`config.mk`:
```
export PLATFORM = sky130hd
export DESIGN_NAME = stereo_surround_upmixer_core_flat
export DESIGN_NICKNAME = d
export VERILOG_FILES = /design/src/hw/rtl/ssu_pkg.sv /design/src/hw/rtl/ssu_if.sv /design/src/hw/rtl/stereo_surround_upmixer_core.sv /design/src/hw/rtl/ssu_mac.sv /design/src/flat_wrapper.sv
export SDC_FILE = /design/constraint.sdc
export NUM_CORES = 2
export LEC_CHECK = 0
export BUFFER_PORTS_ARGS = -buffer_cell sky130_fd_sc_hd__buf_2
export CAP_MARGIN = 20
export CELL_PAD_IN_SITES_DETAIL_PLACEMENT = 1
export CELL_PAD_IN_SITES_GLOBAL_PLACEMENT = 1
export CORE_MARGIN = 1
export CORE_UTILIZATION = 45
export CTS_CLUSTER_SIZE = 16
export DETAILED_ROUTE_END_ITERATION = 6
export GPL_TIMING_DRIVEN = 0
export PLACE_DENSITY = 0.73
export REMOVE_ABC_BUFFERS = 1
export SYNTH_ARGS = -nofsm -noshare
export SYNTH_HDL_FRONTEND = slang
export SYNTH_HIERARCHICAL = 1
export SYNTH_SLANG_ARGS = --single-unit
export TNS_END_PERCENT = 5
```
`constraint.sdc`:
```
create_clock -name clk -period 10.1 [get_ports clk]
set_clock_uncertainty 0.05 [all_clocks]
set_input_delay 3.03 -clock clk [delete_from_list [all_inputs] [get_ports clk]]
set_output_delay 3.03 -clock clk [all_outputs]
set_load 0.05 [all_outputs]
```
`src/hw/rtl/ssu_pkg.sv`:
```
// shared types and constants for the surround upmixer
`default_nettype none

package ssu_pkg;

	// shared multiplier, accumulator, history, index and step widths
	localparam int MUL_W     = 32;
	localparam int PROD_W    = 64;
	localparam int ACC_W     = 68;
	localparam int HIST_W    = 32;
	localparam int CFG_IDX_W = 2;
	localparam int STEP_W    = 5;

	// register indexes
	localparam logic [CFG_IDX_W-1:0] REG_GAIN   = 2'd0;
	localparam logic [CFG_IDX_W-1:0] REG_MODE   = 2'd1;
	localparam logic [CFG_IDX_W-1:0] REG_THRESH = 2'd2;

	// reset values and fixed gain, all q0.23
	localparam logic [22:0] GAIN_RST_Q23   = 23'd5292851;
	localparam logic [22:0] THRESH_RST_Q23 = 23'd8380219;
	localparam logic [22:0] STAGE2_GAIN    = 23'd6663308;
	localparam int          STAGE2_SHIFT   = 23;

	// 5 khz high-pass, q2.30
	localparam logic signed [MUL_W-1:0] HPF_B0 = 32'sd710028503;
	localparam logic signed [MUL_W-1:0] HPF_B1 = -32'sd1420057006;
	localparam logic signed [MUL_W-1:0] HPF_B2 = 32'sd710028503;
	localparam logic signed [MUL_W-1:0] HPF_A1 = -32'sd1256424982;
	localparam logic signed [MUL_W-1:0] HPF_A2 = 32'sd509947206;

	// 800 hz low-pass, q2.30
	localparam logic signed [MUL_W-1:0] LPF_B0 = 32'sd3214468;
	localparam logic signed [MUL_W-1:0] LPF_B1 = 32'sd6428936;
	localparam logic signed [MUL_W-1:0] LPF_B2 = 32'sd3214468;
	localparam logic signed [MUL_W-1:0] LPF_A1 = -32'sd1974736624;
	localparam logic signed [MUL_W-1:0] LPF_A2 = 32'sd913892098;

	// control for one multiply-accumulate operation
	typedef struct packed {
		logic issue;
		logic clr;
		logic sub;
	} mac_ctl_t;

endpackage

`default_nettype wire

```
`src/hw/rtl/ssu_if.sv`:
```
// stream interfaces for stereo input and six-channel output
`default_nettype none

interface ssu_stereo_if #(
	parameter int SAMPLE_WIDTH = 24
);
	logic                           valid;
	logic                           ready;
	logic signed [SAMPLE_WIDTH-1:0] left_sample;
	logic signed [SAMPLE_WIDTH-1:0] right_sample;

	modport source (output valid, left_sample, right_sample, input ready);
	modport sink   (input valid, left_sample, right_sample, output ready);
endinterface

interface ssu_surround_if #(
	parameter int SAMPLE_WIDTH = 24
);
	logic                           valid;
	logic                           ready;
	logic signed [SAMPLE_WIDTH-1:0] left_out;
	logic signed [SAMPLE_WIDTH-1:0] right_out;
	logic signed [SAMPLE_WIDTH-1:0] center_out;
	logic signed [SAMPLE_WIDTH-1:0] lfe_out;
	logic signed [SAMPLE_WIDTH-1:0] left_surround_out;
	logic signed [SAMPLE_WIDTH-1:0] right_surround_out;

	modport source (
		output valid, left_out, right_out, center_out, lfe_out,
			left_surround_out, right_surround_out,
		input ready
	);
	modport sink (
		input valid, left_out, right_out, center_out, lfe_out,
			left_surround_out, right_surround_out,
		output ready
	);
endinterface

`default_nettype wire

```
`src/hw/rtl/stereo_surround_upmixer_core.sv`:
```
// stereo to six-channel upmixer with one shared multiply-accumulate unit
//
//  channel    | role   | payload
//  -----------+--------+---------------------------------------------------
//  stereo     | sink   | left_sample, right_sample
//  surround   | source | left_out, right_out, center_out, lfe_out,
//             |        | left_surround_out, right_surround_out
//  cfg_*      | write  | cfg_wen, cfg_index, cfg_data (gain, mode, threshold)
//
// the sequencer takes no new pair until the last one has been delivered;
// 14 products go one after another through the single 32x32 multiplier,
// which has a product register and an accumulator behind it.
// arst_n resets the sequencer, output valid, config and both filter histories.
// stereo.ready is low while a pair is in work; a finished result waits in
// the output register and only its last step stalls if surround is not ready.
`default_nettype none

module stereo_surround_upmixer_core #(
	parameter int SAMPLE_WIDTH   = 24,
	parameter int COEF_FRAC_BITS = 30
) (
	input  wire logic                                clk,
	input  wire logic                                arst_n,
	input  wire logic                                cfg_wen,
	input  wire logic [ssu_pkg::CFG_IDX_W-1:0]       cfg_index,
	input  wire logic [SAMPLE_WIDTH-2:0]             cfg_data,
	ssu_stereo_if.sink                               stereo,
	ssu_surround_if.source                           surround
);
	import ssu_pkg::*;

	localparam int SW         = SAMPLE_WIDTH;
	localparam int F          = SAMPLE_WIDTH - 1;
	localparam int COEF_SHIFT = 30 - COEF_FRAC_BITS;

	// q0.23 constants rescaled to q0.F through a q0.32 intermediate
	localparam logic [F-1:0] GAIN_RST   = F'({GAIN_RST_Q23, 9'd0} >> (32 - F));
	localparam logic [F-1:0] THRESH_RST = F'({THRESH_RST_Q23, 9'd0} >> (32 - F));

	// coefficients at the chosen fraction width
	localparam logic signed [MUL_W-1:0] HB0 = HPF_B0 >>> COEF_SHIFT;
	localparam logic signed [MUL_W-1:0] HB1 = HPF_B1 >>> COEF_SHIFT;
	localparam logic signed [MUL_W-1:0] HB2 = HPF_B2 >>> COEF_SHIFT;
	localparam logic signed [MUL_W-1:0] HA1 = HPF_A1 >>> COEF_SHIFT;
	localparam logic signed [MUL_W-1:0] HA2 = HPF_A2 >>> COEF_SHIFT;
	localparam logic signed [MUL_W-1:0] LB0 = LPF_B0 >>> COEF_SHIFT;
	localparam logic signed [MUL_W-1:0] LB1 = LPF_B1 >>> COEF_SHIFT;
	localparam logic signed [MUL_W-1:0] LB2 = LPF_B2 >>> COEF_SHIFT;
	localparam logic signed [MUL_W-1:0] LA1 = LPF_A1 >>> COEF_SHIFT;
	localparam logic signed [MUL_W-1:0] LA2 = LPF_A2 >>> COEF_SHIFT;

	// sequencer steps; a product passes the product register and the accumulator before it is read
	localparam logic [STEP_W-1:0] ST_MUL_GL  = 5'd0;   // left times gain
	localparam logic [STEP_W-1:0] ST_MUL_GR  = 5'd1;   // right times gain
	localparam logic [STEP_W-1:0] ST_L       = 5'd2;   // capture gained left
	localparam logic [STEP_W-1:0] ST_R       = 5'd3;   // capture right, left times -2 db
	localparam logic [STEP_W-1:0] ST_MUL_KR  = 5'd4;   // right times -2 db
	localparam logic [STEP_W-1:0] ST_L2      = 5'd5;   // capture l2, high-pass b0
	localparam logic [STEP_W-1:0] ST_R2      = 5'd6;   // capture r2, high-pass b1
	localparam logic [STEP_W-1:0] ST_MIX     = 5'd7;   // centre and lfe input, b2
	localparam logic [STEP_W-1:0] ST_HA1     = 5'd8;
	localparam logic [STEP_W-1:0] ST_HA2     = 5'd9;
	localparam logic [STEP_W-1:0] ST_LB0     = 5'd10;  // low-pass b0
	localparam logic [STEP_W-1:0] ST_LS      = 5'd11;  // high-pass done, low-pass b1
	localparam logic [STEP_W-1:0] ST_LB2     = 5'd12;
	localparam logic [STEP_W-1:0] ST_LA1     = 5'd13;
	localparam logic [STEP_W-1:0] ST_LA2     = 5'd14;
	localparam logic [STEP_W-1:0] ST_DRAIN   = 5'd15;  // last product in flight
	localparam logic [STEP_W-1:0] ST_LFE     = 5'd16;  // low-pass done
	localparam logic [STEP_W-1:0] ST_DELIVER = 5'd17;  // load output register

	// configuration
	logic [F-1:0]  gain_q;
	logic [1:0]    mode_q;
	logic [F-1:0]  thr_q;

	// sequencer
	logic              busy_q;
	logic [STEP_W-1:0] step_q;
	logic              in_xfer;
	logic              deliver;

	// working values
	logic signed [SW-1:0] xl_q, xr_q;
	logic signed [SW-1:0] l_q, r_q, l2_q, r2_q;
	logic signed [SW-1:0] c_q, lfex_q, ls_q, lfe_q;
	logic signed [SW-1:0] ls_x;

	// filter histories
	logic signed [SW-1:0]     ls_xh0_q, ls_xh1_q, lfe_xh0_q, lfe_xh1_q;
	logic signed [HIST_W-1:0] ls_yh0_q, ls_yh1_q, lfe_yh0_q, lfe_yh1_q;

	// output register
	logic                 out_v_q;
	logic signed [SW-1:0] o_l_q, o_r_q, o_c_q, o_lfe_q, o_ls_q, o_rs_q;

	// shared unit
	mac_ctl_t                mac_ctl;
	logic signed [MUL_W-1:0] op_a, op_b;
	logic signed [ACC_W-1:0] acc;

	// biquad output rounding and saturation
	logic signed [ACC_W-1:0]  y_full;
	logic [ACC_W-HIST_W:0]    y_top_h;
	logic [ACC_W-F-1:0]       y_top_o;
	logic signed [HIST_W-1:0] y_hist;
	logic signed [SW-1:0]     y_out;

	// centre and lfe clip
	logic signed [SW:0] sum_lr, dif_lr, thr_pos, thr_neg;
	logic signed [SW-1:0] c_clip, d_clip;

	assign in_xfer      = stereo.valid && stereo.ready;
	assign stereo.ready = !busy_q;
	assign deliver      = busy_q && (step_q == ST_DELIVER) && (!out_v_q || surround.ready);
	assign ls_x         = -l_q;

	// operand selection per step
	always_comb begin
		op_a    = '0;
		op_b    = '0;
		mac_ctl = '0;
		case (step_q)
			ST_MUL_GL: begin
				op_a = MUL_W'(xl_q);
				op_b = MUL_W'(gain_q);
				mac_ctl.clr = 1'b1;
			end
			ST_MUL_GR: begin
				op_a = MUL_W'(xr_q);
				op_b = MUL_W'(gain_q);
				mac_ctl.clr = 1'b1;
			end
			ST_R: begin
				op_a = MUL_W'(l_q);
				op_b = MUL_W'(STAGE2_GAIN);
				mac_ctl.clr = 1'b1;
			end
			ST_MUL_KR: begin
				op_a = MUL_W'(r_q);
				op_b = MUL_W'(STAGE2_GAIN);
				mac_ctl.clr = 1'b1;
			end
			ST_L2: begin
				op_a = MUL_W'(ls_x);
				op_b = HB0;
				mac_ctl.clr = 1'b1;
			end
			ST_R2: begin
				op_a = MUL_W'(ls_xh0_q);
				op_b = HB1;
			end
			ST_MIX: begin
				op_a = MUL_W'(ls_xh1_q);
				op_b = HB2;
			end
			ST_HA1: begin
				op_a = ls_yh0_q;
				op_b = HA1;
				mac_ctl.sub = 1'b1;
			end
			ST_HA2: begin
				op_a = ls_yh1_q;
				op_b = HA2;
				mac_ctl.sub = 1'b1;
			end
			ST_LB0: begin
				op_a = MUL_W'(lfex_q);
				op_b = LB0;
				mac_ctl.clr = 1'b1;
			end
			ST_LS: begin
				op_a = MUL_W'(lfe_xh0_q);
				op_b = LB1;
			end
			ST_LB2: begin
				op_a = MUL_W'(lfe_xh1_q);
				op_b = LB2;
			end
			ST_LA1: begin
				op_a = lfe_yh0_q;
				op_b = LA1;
				mac_ctl.sub = 1'b1;
			end
			ST_LA2: begin
				op_a = lfe_yh1_q;
				op_b = LA2;
				mac_ctl.sub = 1'b1;
			end
			default: begin
				mac_ctl = '0;
			end
		endcase
		mac_ctl.issue = busy_q && (step_q <= ST_LA2);
	end

	ssu_mac u_mac (
		.clk    (clk),
		.arst_n (arst_n),
		.ctl    (mac_ctl),
		.op_a   (op_a),
		.op_b   (op_b),
		.acc    (acc)
	);

	// floor shift of the biquad sum, then saturate to history and sample range
	assign y_full  = acc >>> COEF_FRAC_BITS;
	assign y_top_h = y_full[ACC_W-1:HIST_W-1];
	assign y_top_o = y_full[ACC_W-1:F];

	always_comb begin
		if ((&y_top_h) || !(|y_top_h)) begin
			y_hist = y_full[HIST_W-1:0];
		end else begin
			y_hist = {y_full[ACC_W-1], {(HIST_W-1){!y_full[ACC_W-1]}}};
		end
		if ((&y_top_o) || !(|y_top_o)) begin
			y_out = y_full[SW-1:0];
		end else begin
			y_out = {y_full[ACC_W-1], {F{!y_full[ACC_W-1]}}};
		end
	end

	// clip sum and difference to +-threshold
	assign sum_lr  = {l2_q[SW-1], l2_q} + {r2_q[SW-1], r2_q};
	assign dif_lr  = {l2_q[SW-1], l2_q} - {r2_q[SW-1], r2_q};
	assign thr_pos = {2'b00, thr_q};
	assign thr_neg = -thr_pos;

	always_comb begin
		if (sum_lr > thr_pos) begin
			c_clip = thr_pos[SW-1:0];
		end else if (sum_lr < thr_neg) begin
			c_clip = thr_neg[SW-1:0];
		end else begin
			c_clip = sum_lr[SW-1:0];
		end
		if (dif_lr > thr_pos) begin
			d_clip = thr_pos[SW-1:0];
		end else if (dif_lr < thr_neg) begin
			d_clip = thr_neg[SW-1:0];
		end else begin
			d_clip = dif_lr[SW-1:0];
		end
	end

	// control, configuration and filter state
	always_ff @(posedge clk or negedge arst_n) begin
		if (!arst_n) begin
			busy_q    <= 1'b0;
			step_q    <= ST_MUL_GL;
			out_v_q   <= 1'b0;
			gain_q    <= GAIN_RST;
			mode_q    <= 2'd0;
			thr_q     <= THRESH_RST;
			ls_xh0_q  <= '0;
			ls_xh1_q  <= '0;
			ls_yh0_q  <= '0;
			ls_yh1_q  <= '0;
			lfe_xh0_q <= '0;
			lfe_xh1_q <= '0;
			lfe_yh0_q <= '0;
			lfe_yh1_q <= '0;
		end else begin
			if (cfg_wen) begin
				case (cfg_index)
					REG_GAIN:   gain_q <= cfg_data;
					REG_MODE:   mode_q <= cfg_data[1:0];
					REG_THRESH: thr_q  <= cfg_data;
					default:    ;
				endcase
			end

			if (in_xfer) begin
				busy_q <= 1'b1;
				step_q <= ST_MUL_GL;
			end else if (busy_q) begin
				if (step_q != ST_DELIVER) begin
					step_q <= step_q + 1'b1;
				end else if (deliver) begin
					busy_q <= 1'b0;
				end
			end

			// high-pass history always advances
			if (busy_q && step_q == ST_LS) begin
				ls_xh1_q <= ls_xh0_q;
				ls_xh0_q <= ls_x;
				ls_yh1_q <= ls_yh0_q;
				ls_yh0_q <= y_hist;
			end

			// low-pass history only in lfe modes
			if (busy_q && step_q == ST_LFE && mode_q[0]) begin
				lfe_xh1_q <= lfe_xh0_q;
				lfe_xh0_q <= lfex_q;
				lfe_yh1_q <= lfe_yh0_q;
				lfe_yh0_q <= y_hist;
			end

			if (deliver) begin
				out_v_q <= 1'b1;
			end else if (surround.ready) begin
				out_v_q <= 1'b0;
			end
		end
	end

	// working values and output register
	always_ff @(posedge clk) begin
		if (in_xfer) begin
			xl_q <= stereo.left_sample;
			xr_q <= stereo.right_sample;
		end
		if (busy_q) begin
			case (step_q)
				ST_L:   l_q  <= acc[F +: SW];
				ST_R:   r_q  <= acc[F +: SW];
				ST_L2:  l2_q <= acc[STAGE2_SHIFT +: SW];
				ST_R2:  r2_q <= acc[STAGE2_SHIFT +: SW];
				ST_MIX: begin
					c_q    <= mode_q[1] ? c_clip : '0;
					lfex_q <= d_clip;
				end
				ST_LS:  ls_q  <= y_out;
				ST_LFE: lfe_q <= mode_q[0] ? y_out : '0;
				default: ;
			endcase
		end
		if (deliver) begin
			o_l_q   <= l_q;
			o_r_q   <= r_q;
			o_c_q   <= c_q;
			o_lfe_q <= lfe_q;
			o_ls_q  <= ls_q;
			o_rs_q  <= -r_q;
		end
	end

	assign surround.valid              = out_v_q;
	assign surround.left_out           = o_l_q;
	assign surround.right_out          = o_r_q;
	assign surround.center_out         = o_c_q;
	assign surround.lfe_out            = o_lfe_q;
	assign surround.left_surround_out  = o_ls_q;
	assign surround.right_surround_out = o_rs_q;

endmodule

`default_nettype wire

```
`src/hw/rtl/ssu_mac.sv`:
```
// shared multiplier with product register and accumulator
`default_nettype none

module ssu_mac (
	input  wire logic                               clk,
	input  wire logic                               arst_n,
	input  wire ssu_pkg::mac_ctl_t                  ctl,
	input  wire logic signed [ssu_pkg::MUL_W-1:0]   op_a,
	input  wire logic signed [ssu_pkg::MUL_W-1:0]   op_b,
	output logic signed [ssu_pkg::ACC_W-1:0]        acc
);
	import ssu_pkg::*;

	logic signed [PROD_W-1:0] prod_s1;
	mac_ctl_t                 ctl_s1;
	logic signed [ACC_W-1:0]  acc_q;
	logic signed [ACC_W-1:0]  base;
	logic signed [ACC_W-1:0]  prod_ext;

	always_ff @(posedge clk or negedge arst_n) begin
		if (!arst_n) begin
			ctl_s1 <= '0;
		end else begin
			ctl_s1 <= ctl;
		end
	end

	always_ff @(posedge clk) begin
		prod_s1 <= op_a * op_b;
	end

	assign base     = ctl_s1.clr ? '0 : acc_q;
	assign prod_ext = ACC_W'(prod_s1);

	always_ff @(posedge clk) begin
		if (ctl_s1.issue) begin
			acc_q <= ctl_s1.sub ? (base - prod_ext) : (base + prod_ext);
		end
	end

	assign acc = acc_q;

endmodule

`default_nettype wire
```
`src/flat_wrapper.sv`:
```
// flat-port wrapper written by rule: the top's interface ports become plain ports
module stereo_surround_upmixer_core_flat import ssu_pkg::*;
#(
	parameter int SAMPLE_WIDTH   = 24,
	parameter int COEF_FRAC_BITS = 30
)
  (clk, arst_n, cfg_wen, cfg_index, cfg_data, stereo_valid, stereo_left_sample, stereo_right_sample, stereo_ready, surround_valid, surround_left_out, surround_right_out, surround_center_out, surround_lfe_out, surround_left_surround_out, surround_right_surround_out, surround_ready);
  ssu_stereo_if #(.SAMPLE_WIDTH(SAMPLE_WIDTH)) stereo_i ();
  ssu_surround_if #(.SAMPLE_WIDTH(SAMPLE_WIDTH)) surround_i ();
  input  wire logic clk;
  input  wire logic arst_n;
  input  wire logic cfg_wen;
  input  wire logic [ssu_pkg::CFG_IDX_W-1:0] cfg_index;
  input  wire logic [SAMPLE_WIDTH-2:0] cfg_data;
  input wire logic [$bits(stereo_i.valid)-1:0] stereo_valid;
  input wire logic [$bits(stereo_i.left_sample)-1:0] stereo_left_sample;
  input wire logic [$bits(stereo_i.right_sample)-1:0] stereo_right_sample;
  output wire logic [$bits(stereo_i.ready)-1:0] stereo_ready;
  output wire logic [$bits(surround_i.valid)-1:0] surround_valid;
  output wire logic [$bits(surround_i.left_out)-1:0] surround_left_out;
  output wire logic [$bits(surround_i.right_out)-1:0] surround_right_out;
  output wire logic [$bits(surround_i.center_out)-1:0] surround_center_out;
  output wire logic [$bits(surround_i.lfe_out)-1:0] surround_lfe_out;
  output wire logic [$bits(surround_i.left_surround_out)-1:0] surround_left_surround_out;
  output wire logic [$bits(surround_i.right_surround_out)-1:0] surround_right_surround_out;
  input wire logic [$bits(surround_i.ready)-1:0] surround_ready;
  assign stereo_i.valid = stereo_valid;
  assign stereo_i.left_sample = stereo_left_sample;
  assign stereo_i.right_sample = stereo_right_sample;
  assign stereo_ready = stereo_i.ready;
  assign surround_valid = surround_i.valid;
  assign surround_left_out = surround_i.left_out;
  assign surround_right_out = surround_i.right_out;
  assign surround_center_out = surround_i.center_out;
  assign surround_lfe_out = surround_i.lfe_out;
  assign surround_left_surround_out = surround_i.left_surround_out;
  assign surround_right_surround_out = surround_i.right_surround_out;
  assign surround_i.ready = surround_ready;
  stereo_surround_upmixer_core #(.SAMPLE_WIDTH(SAMPLE_WIDTH), .COEF_FRAC_BITS(COEF_FRAC_BITS)) u_core (.clk(clk), .arst_n(arst_n), .cfg_wen(cfg_wen), .cfg_index(cfg_index), .cfg_data(cfg_data), .stereo(stereo_i), .surround(surround_i));
endmodule
```
Yosys cells after proc, flatten, opt, wreduce, memory -nomap -nowiden. Cells that the tools add are included.

Bits in registers: 798. Bits of input ports: 78. Output and inout port bits: 146. Logic and storage cells: 134.

Add/sub/neg operators: 8. Multiply operators: 1. Magnitude comparators: 5. Equal/unequal tests: 19. Muxes and demuxes: 21. Bitwise operators: 1. Reduce and logical (&&, ||, !) cells: 42.

Operators by type and width (number): case mux 32 bit (14 select lines) (1); case mux 32 bit (10 select lines) (1); 2-to-1 mux 68 bit (2); 2-to-1 mux 24 bit (3); adder 68 x 64 -> 68 bit (1); subtractor 68 x 64 -> 68 bit (1); multiplier 32 x 32 -> 64 bit (1); greater-than comparator 25 x 24 -> 1 bit (2); less-than comparator 25 bit (2); negator 24 bit (2); 2-to-1 mux 23 bit (2); == test 5 x 4 -> 1 bit, second input constant (7); 2-to-1 mux 32 bit (1); adder 24 x 24 -> 25 bit (1); negator 23 -> 25 bit (1); subtractor 24 x 24 -> 25 bit (1); AND reduction 2 bit (11); == test 5 x 3 -> 1 bit, second input constant (4); 2-to-1 mux 5 bit (3); AND reduction 15 bit (1); OR reduction 15 bit (1); == test 5 x 2 -> 1 bit, second input constant (2); == test 5 bit, second input constant (2); OR reduction 2 bit (5); 18 further kinds (39).

Longest topological paths before layout.
Word-level depth: 7. Gate-level depth with buffers: 41. Mapped depth without buffers: 37.

By module. Netlist, hierarchy kept.

By module, submodules not included: ssu_mac (instances 1, cells an instance 4875, area an instance 45150.8 µm²); stereo_surround_upmixer_core (instances 1, cells an instance 2702, area an instance 32671.3 µm²).

Least setup slack after synthesis. OpenSTA, ideal clock, no wires.

Kind: in2reg. Start: in surround_ready. End: reg u_core.o_c_q[0], in the netlist u_core/surround.center_out[0], enable pin. Setup time: 695 ps. Arrival: 9994 ps. Required time: 9355 ps. Slack: -639 ps. Stages: 2. Path buffers: 0. Path through: inv_1 -> a21oi_1.

Word-level cells in the longest chain between the ends: 2.

RTL lines: from (decl) (RTL line flat_wrapper.sv:26) `input wire logic [$bits(surround_i.ready)-1:0] surround_ready;`; logical OR 1 bit (RTL line stereo_surround_upmixer_core.sv:115) `assign deliver = busy_q && (step_q == ST_DELIVER) && (!out_v_q || surround.ready);`; logical AND 1 bit (RTL line stereo_surround_upmixer_core.sv:115); via u_core.deliver (RTL line stereo_surround_upmixer_core.sv:81) `logic deliver;`; to (signal assigned) (RTL line stereo_surround_upmixer_core.sv:333) `o_c_q <= c_q;`; to (decl) (RTL line stereo_surround_upmixer_core.sv:95) `logic signed [SW-1:0] o_l_q, o_r_q, o_c_q, o_lfe_q, o_ls_q, o_rs_q;`.

The timed path passes the listed nets, and every way through them passes these cells. A chain may end at the register's enable or synchronous reset.

Final worst setup path.
Start: reg u_core.l_q[5]. End: reg u_core.u_mac.prod_s1[49].

Word-level cells in the longest chain between the ends: 3.

RTL lines: from (decl) (RTL line stereo_surround_upmixer_core.sv:85) `logic signed [SW-1:0] l_q, r_q, l2_q, r2_q;`; from (signal assigned) (RTL line stereo_surround_upmixer_core.sv:317) `ST_L: l_q <= acc[F +: SW];`; negator 24 bit (RTL line stereo_surround_upmixer_core.sv:116) `assign ls_x = -l_q;`; case mux 32 bit (14 select lines) (RTL line stereo_surround_upmixer_core.sv:123) `case (step_q)`; via u_core.op_a[23] (RTL line stereo_surround_upmixer_core.sv:99) `logic signed [MUL_W-1:0] op_a, op_b;`; multiplier 32 x 32 -> 64 bit (RTL line ssu_mac.sv:29) `prod_s1 <= op_a * op_b;`; to (signal assigned) (RTL line ssu_mac.sv:29); to (decl) (RTL line ssu_mac.sv:14) `logic signed [PROD_W-1:0] prod_s1;`.

The timed path passes the listed nets, and every way through them passes these cells.

==> flow_metrics.tcl <==
set metrics [dict create \
    endpoint_kind "flip-flop" \
    synth_compound_area_share_pct 9.102 \
    cts_root_buf "clkbuf_16" \
    worst_path_max_delay_cell "or4_4" \
    regToRegEndpoint "u_core/u_mac/prod_s1[49]" \
    vias 59734 \
    numCtsBuffers 83 \
    fp.dieH_microns 417.9 \
    worstPathMaxFanout 6 \
    startpoint_type "flip-flop" \
    netlist.area_leader.share_pct 27.91 \
    design.die.area_sq_um 174600 \
    fmax_ghz 0.09524 \
    clockBufferDepth 3 \
    layout.cells.non_filler 10171 \
    synth-edff-count 451 \
    routedWlPerCell_microns 27.88 \
    async_reset_ff_share_pct 35.38 \
    ys_types 102 \
    holdPathEnd "u_core/surround.lfe_out[17]" \
    clk_latency_ps 720 \
    io_pins 224 \
    rows 152 \
    violations "negative setup slack" \
    overflow 0 \
    drt_wl_total_microns 283600 \
    synth_area_sq_um 77820 \
    hold_path_depth 0 \
    yosys.area.top_type "fa_1" \
    slowest_delay_ps 580 \
    ys.flop_type "edfxtp_1" \
    synthAdderAreaFrac_pct 34.36 \
    relSlewSlack_pct 22.36 \
    tightest_slew_ps 1152 \
    nets 9353 \
    r2r_start "u_core/l_q[5]" \
    firstDrtPassIters 7 \
    layout_common_cells "inv_1 (1,118), fa_1 (1,041), nand2_1 (749), and2_1 (580), edfxtp_1 (451)" \
    post-route-period-util_pct 104.0 \
    synth_xor_area_share_pct 3.230 \
    cts_sinks 797 \
    n_fill_cell 18485 \
    ant_nets 0 \
    synth_cells 7577 \
    final_common_cell "inv_1" \
    place_congestion 0.9244 \
    path_class "flip-flop to flip-flop" \
    area_growth_pct 14.23 \
    grt_max_degree 93 \
    grt_pass1_vias 66202 \
    reg2reg_slack_ps -400 \
    finalHoldViolations 0 \
    rr_worst_depth 41 \
    fin_ws_ps -400.0 \
    synth-simple-area-share_pct 14.09 \
    synth.mux.area_fraction_pct 3.486 \
    yosys_register_bits 797 \
    worstHoldStart "u_core/lfe_q[17]" \
    die_w_microns 417.9 \
    period_needed_ps 10500 \
    setup_viol 16 \
    grt_pass1_wl_microns 423200 \
    antenna_found_initial 26 \
    regArea_sq_um 21930 \
    final-max-slew-violation-count 0 \
    io_buffers 223 \
    yosys-top-cells-area "fa_1 (28%), edfxtp_1 (17%), dfrtp_1 (8.1%), ha_1 (6.4%), inv_1 (5.5%)" \
    place_ws_ps -2993 \
    cap_violations 0 \
    drc 0 \
    syn_area_per_cell_sq_um 10.27 \
    outcome "complete, but fails checks" \
    grt_usage_pct 32.53 \
    synth_top_family_by_area "adder cells" \
    post-dp-hpwl_microns 204900 \
    cp.required_ps 10570 \
    clk_pin_slew_ps 60 \
    drtIter0Drc 5090 \
    drive_above_1_share_pct 15.59 \
    worstPathArrival_ps 10970 \
    yosysSeqAreaShare_pct 28.16 \
    cts_tree "built" \
    ctsHoldBuffers 0 \
    multiInputGateArea_sq_um 51650 \
    htree_levels 3 \
    rsz0062_at_grt "yes" \
    core-area_sq_um 171700 \
    min_path_type "flip-flop to flip-flop" \
    yosys_warnings 6 \
    dp.cells 9817 \
    start_util_pct 45.32 \
    viasPerCell 5.873 \
    cp_common_cell "fa_1" \
]
-- worst max path at each step --
stage	startpoint	endpoint	slack, ps	depth (start not counted)
final	u_core/l_q[5]	u_core/u_mac/prod_s1[49]	-400	41
after floorplan	surround_ready	u_core/surround.center_out[0]	-640	2
after global placement	u_core/step_q[3]	u_core/u_mac/prod_s1[63]	-7070	36
after detailed placement	u_core/l_q[5]	u_core/u_mac/prod_s1[62]	-2990	29
after global routing	u_core/l_q[5]	u_core/u_mac/prod_s1[49]	-560	41
after CTS	u_core/l_q[2]	u_core/u_mac/prod_s1[49]	-140	36
-- area by class of cell --
class | instances | share of cell area [%]
antenna | 4 | 0.01126
timing repair buffer | 518 | 5.830
inverter | 1147 | 4.863
tap | 2310 | 3.251
clock buffer | 106 | 2.607
sequential | 797 | 24.67
clock inverter | 47 | 0.6686
multi-input combinational | 5242 | 58.10
-- routing by layer --
metal  global-route usage [%]  part of all wire (%)  up-vias
li1                         -                     -    25105
met1                    41.22                    39    31438
met2                    53.57                    47     2508
met3                    6.182                   8.0      673
met4                    15.54                   5.4       10
met5                        0                 0.025        -
-- critical path, delay by kind of cell (launching register included) --
kind	cells	cell delay, ps
AOI/OAI and AO/OA	11	2320
xor gates and xnor gates	2	300
adders and majority gates	9	4060
buffers and inverters	11	1280
DFF	1	420
and+or+nand+nor	8	1840
-- registers in the layout, indices dropped and copies added (netlist names), 32 cells and up --
signal and cells:
u_core/ls_yh1_q 32, u_core/u_mac/prod_s1 64, u_core/ls_yh0_q 32, u_core/lfe_yh1_q 32, u_core/lfe_yh0_q 32, u_core/u_mac/acc 68
-- cell usage after synthesis, types with 46 or more instances --
cell type and n:
nand4_1 46, a21o_1 94, nor2_1 200, o21ai_0 245, and2_1 592, ha_1 401, nor3_1 110, mux2_2 208
a22oi_1 46, xor2_1 65, dfrtp_1 253, dfxtp_1 64, nor2b_1 135, fa_1 1085, inv_1 1141, a21oi_1 256
nand2_1 783, nand3_1 90, edfxtp_1 451, xnor2_1 222, clkbuf_1 353, a222oi_1 69
-- stage by stage --
stage | utilization [%] | hold slack [ps] | cell area (sq um) | setup TNS (ps)
after detailed placement | 48.04 | 356.3 | 82510 | -51200
after CTS | 51.54 | 365.0 | 88510 | -1059
after floorplan | - | 350.3 | 76270 | -94140
after global routing | 51.76 | 364.8 | 88890 | -6958
final | 51.76 | 359.9 | 88900 | -3330
after global placement | 46.75 | 350.6 | 80280 | -1003310
-- kinds of logic (layout without fill, tap and decap cells) --
group,Yosys count,in the layout
xor+xnor,287,287
simple gates,2158,2162
buf+inv,1553,1818
compound gates,1050,1051
fa+ha+maj,1486,1486
flops,797,797
other cells,1,15
mux,245,245
-- repair_timing --
action | in CTS | in global routing
gates cloned | 18 | 1
pin swaps | 184 | 74
gates resized for setup | 296 | 40
buffers inserted | 153 | 23
endpoints found under the setup margin | 35 | 26
Power is left out: the tool's default activity adds up to more than one toggle a clock period on the data nets, which glitch-free logic cannot reach.
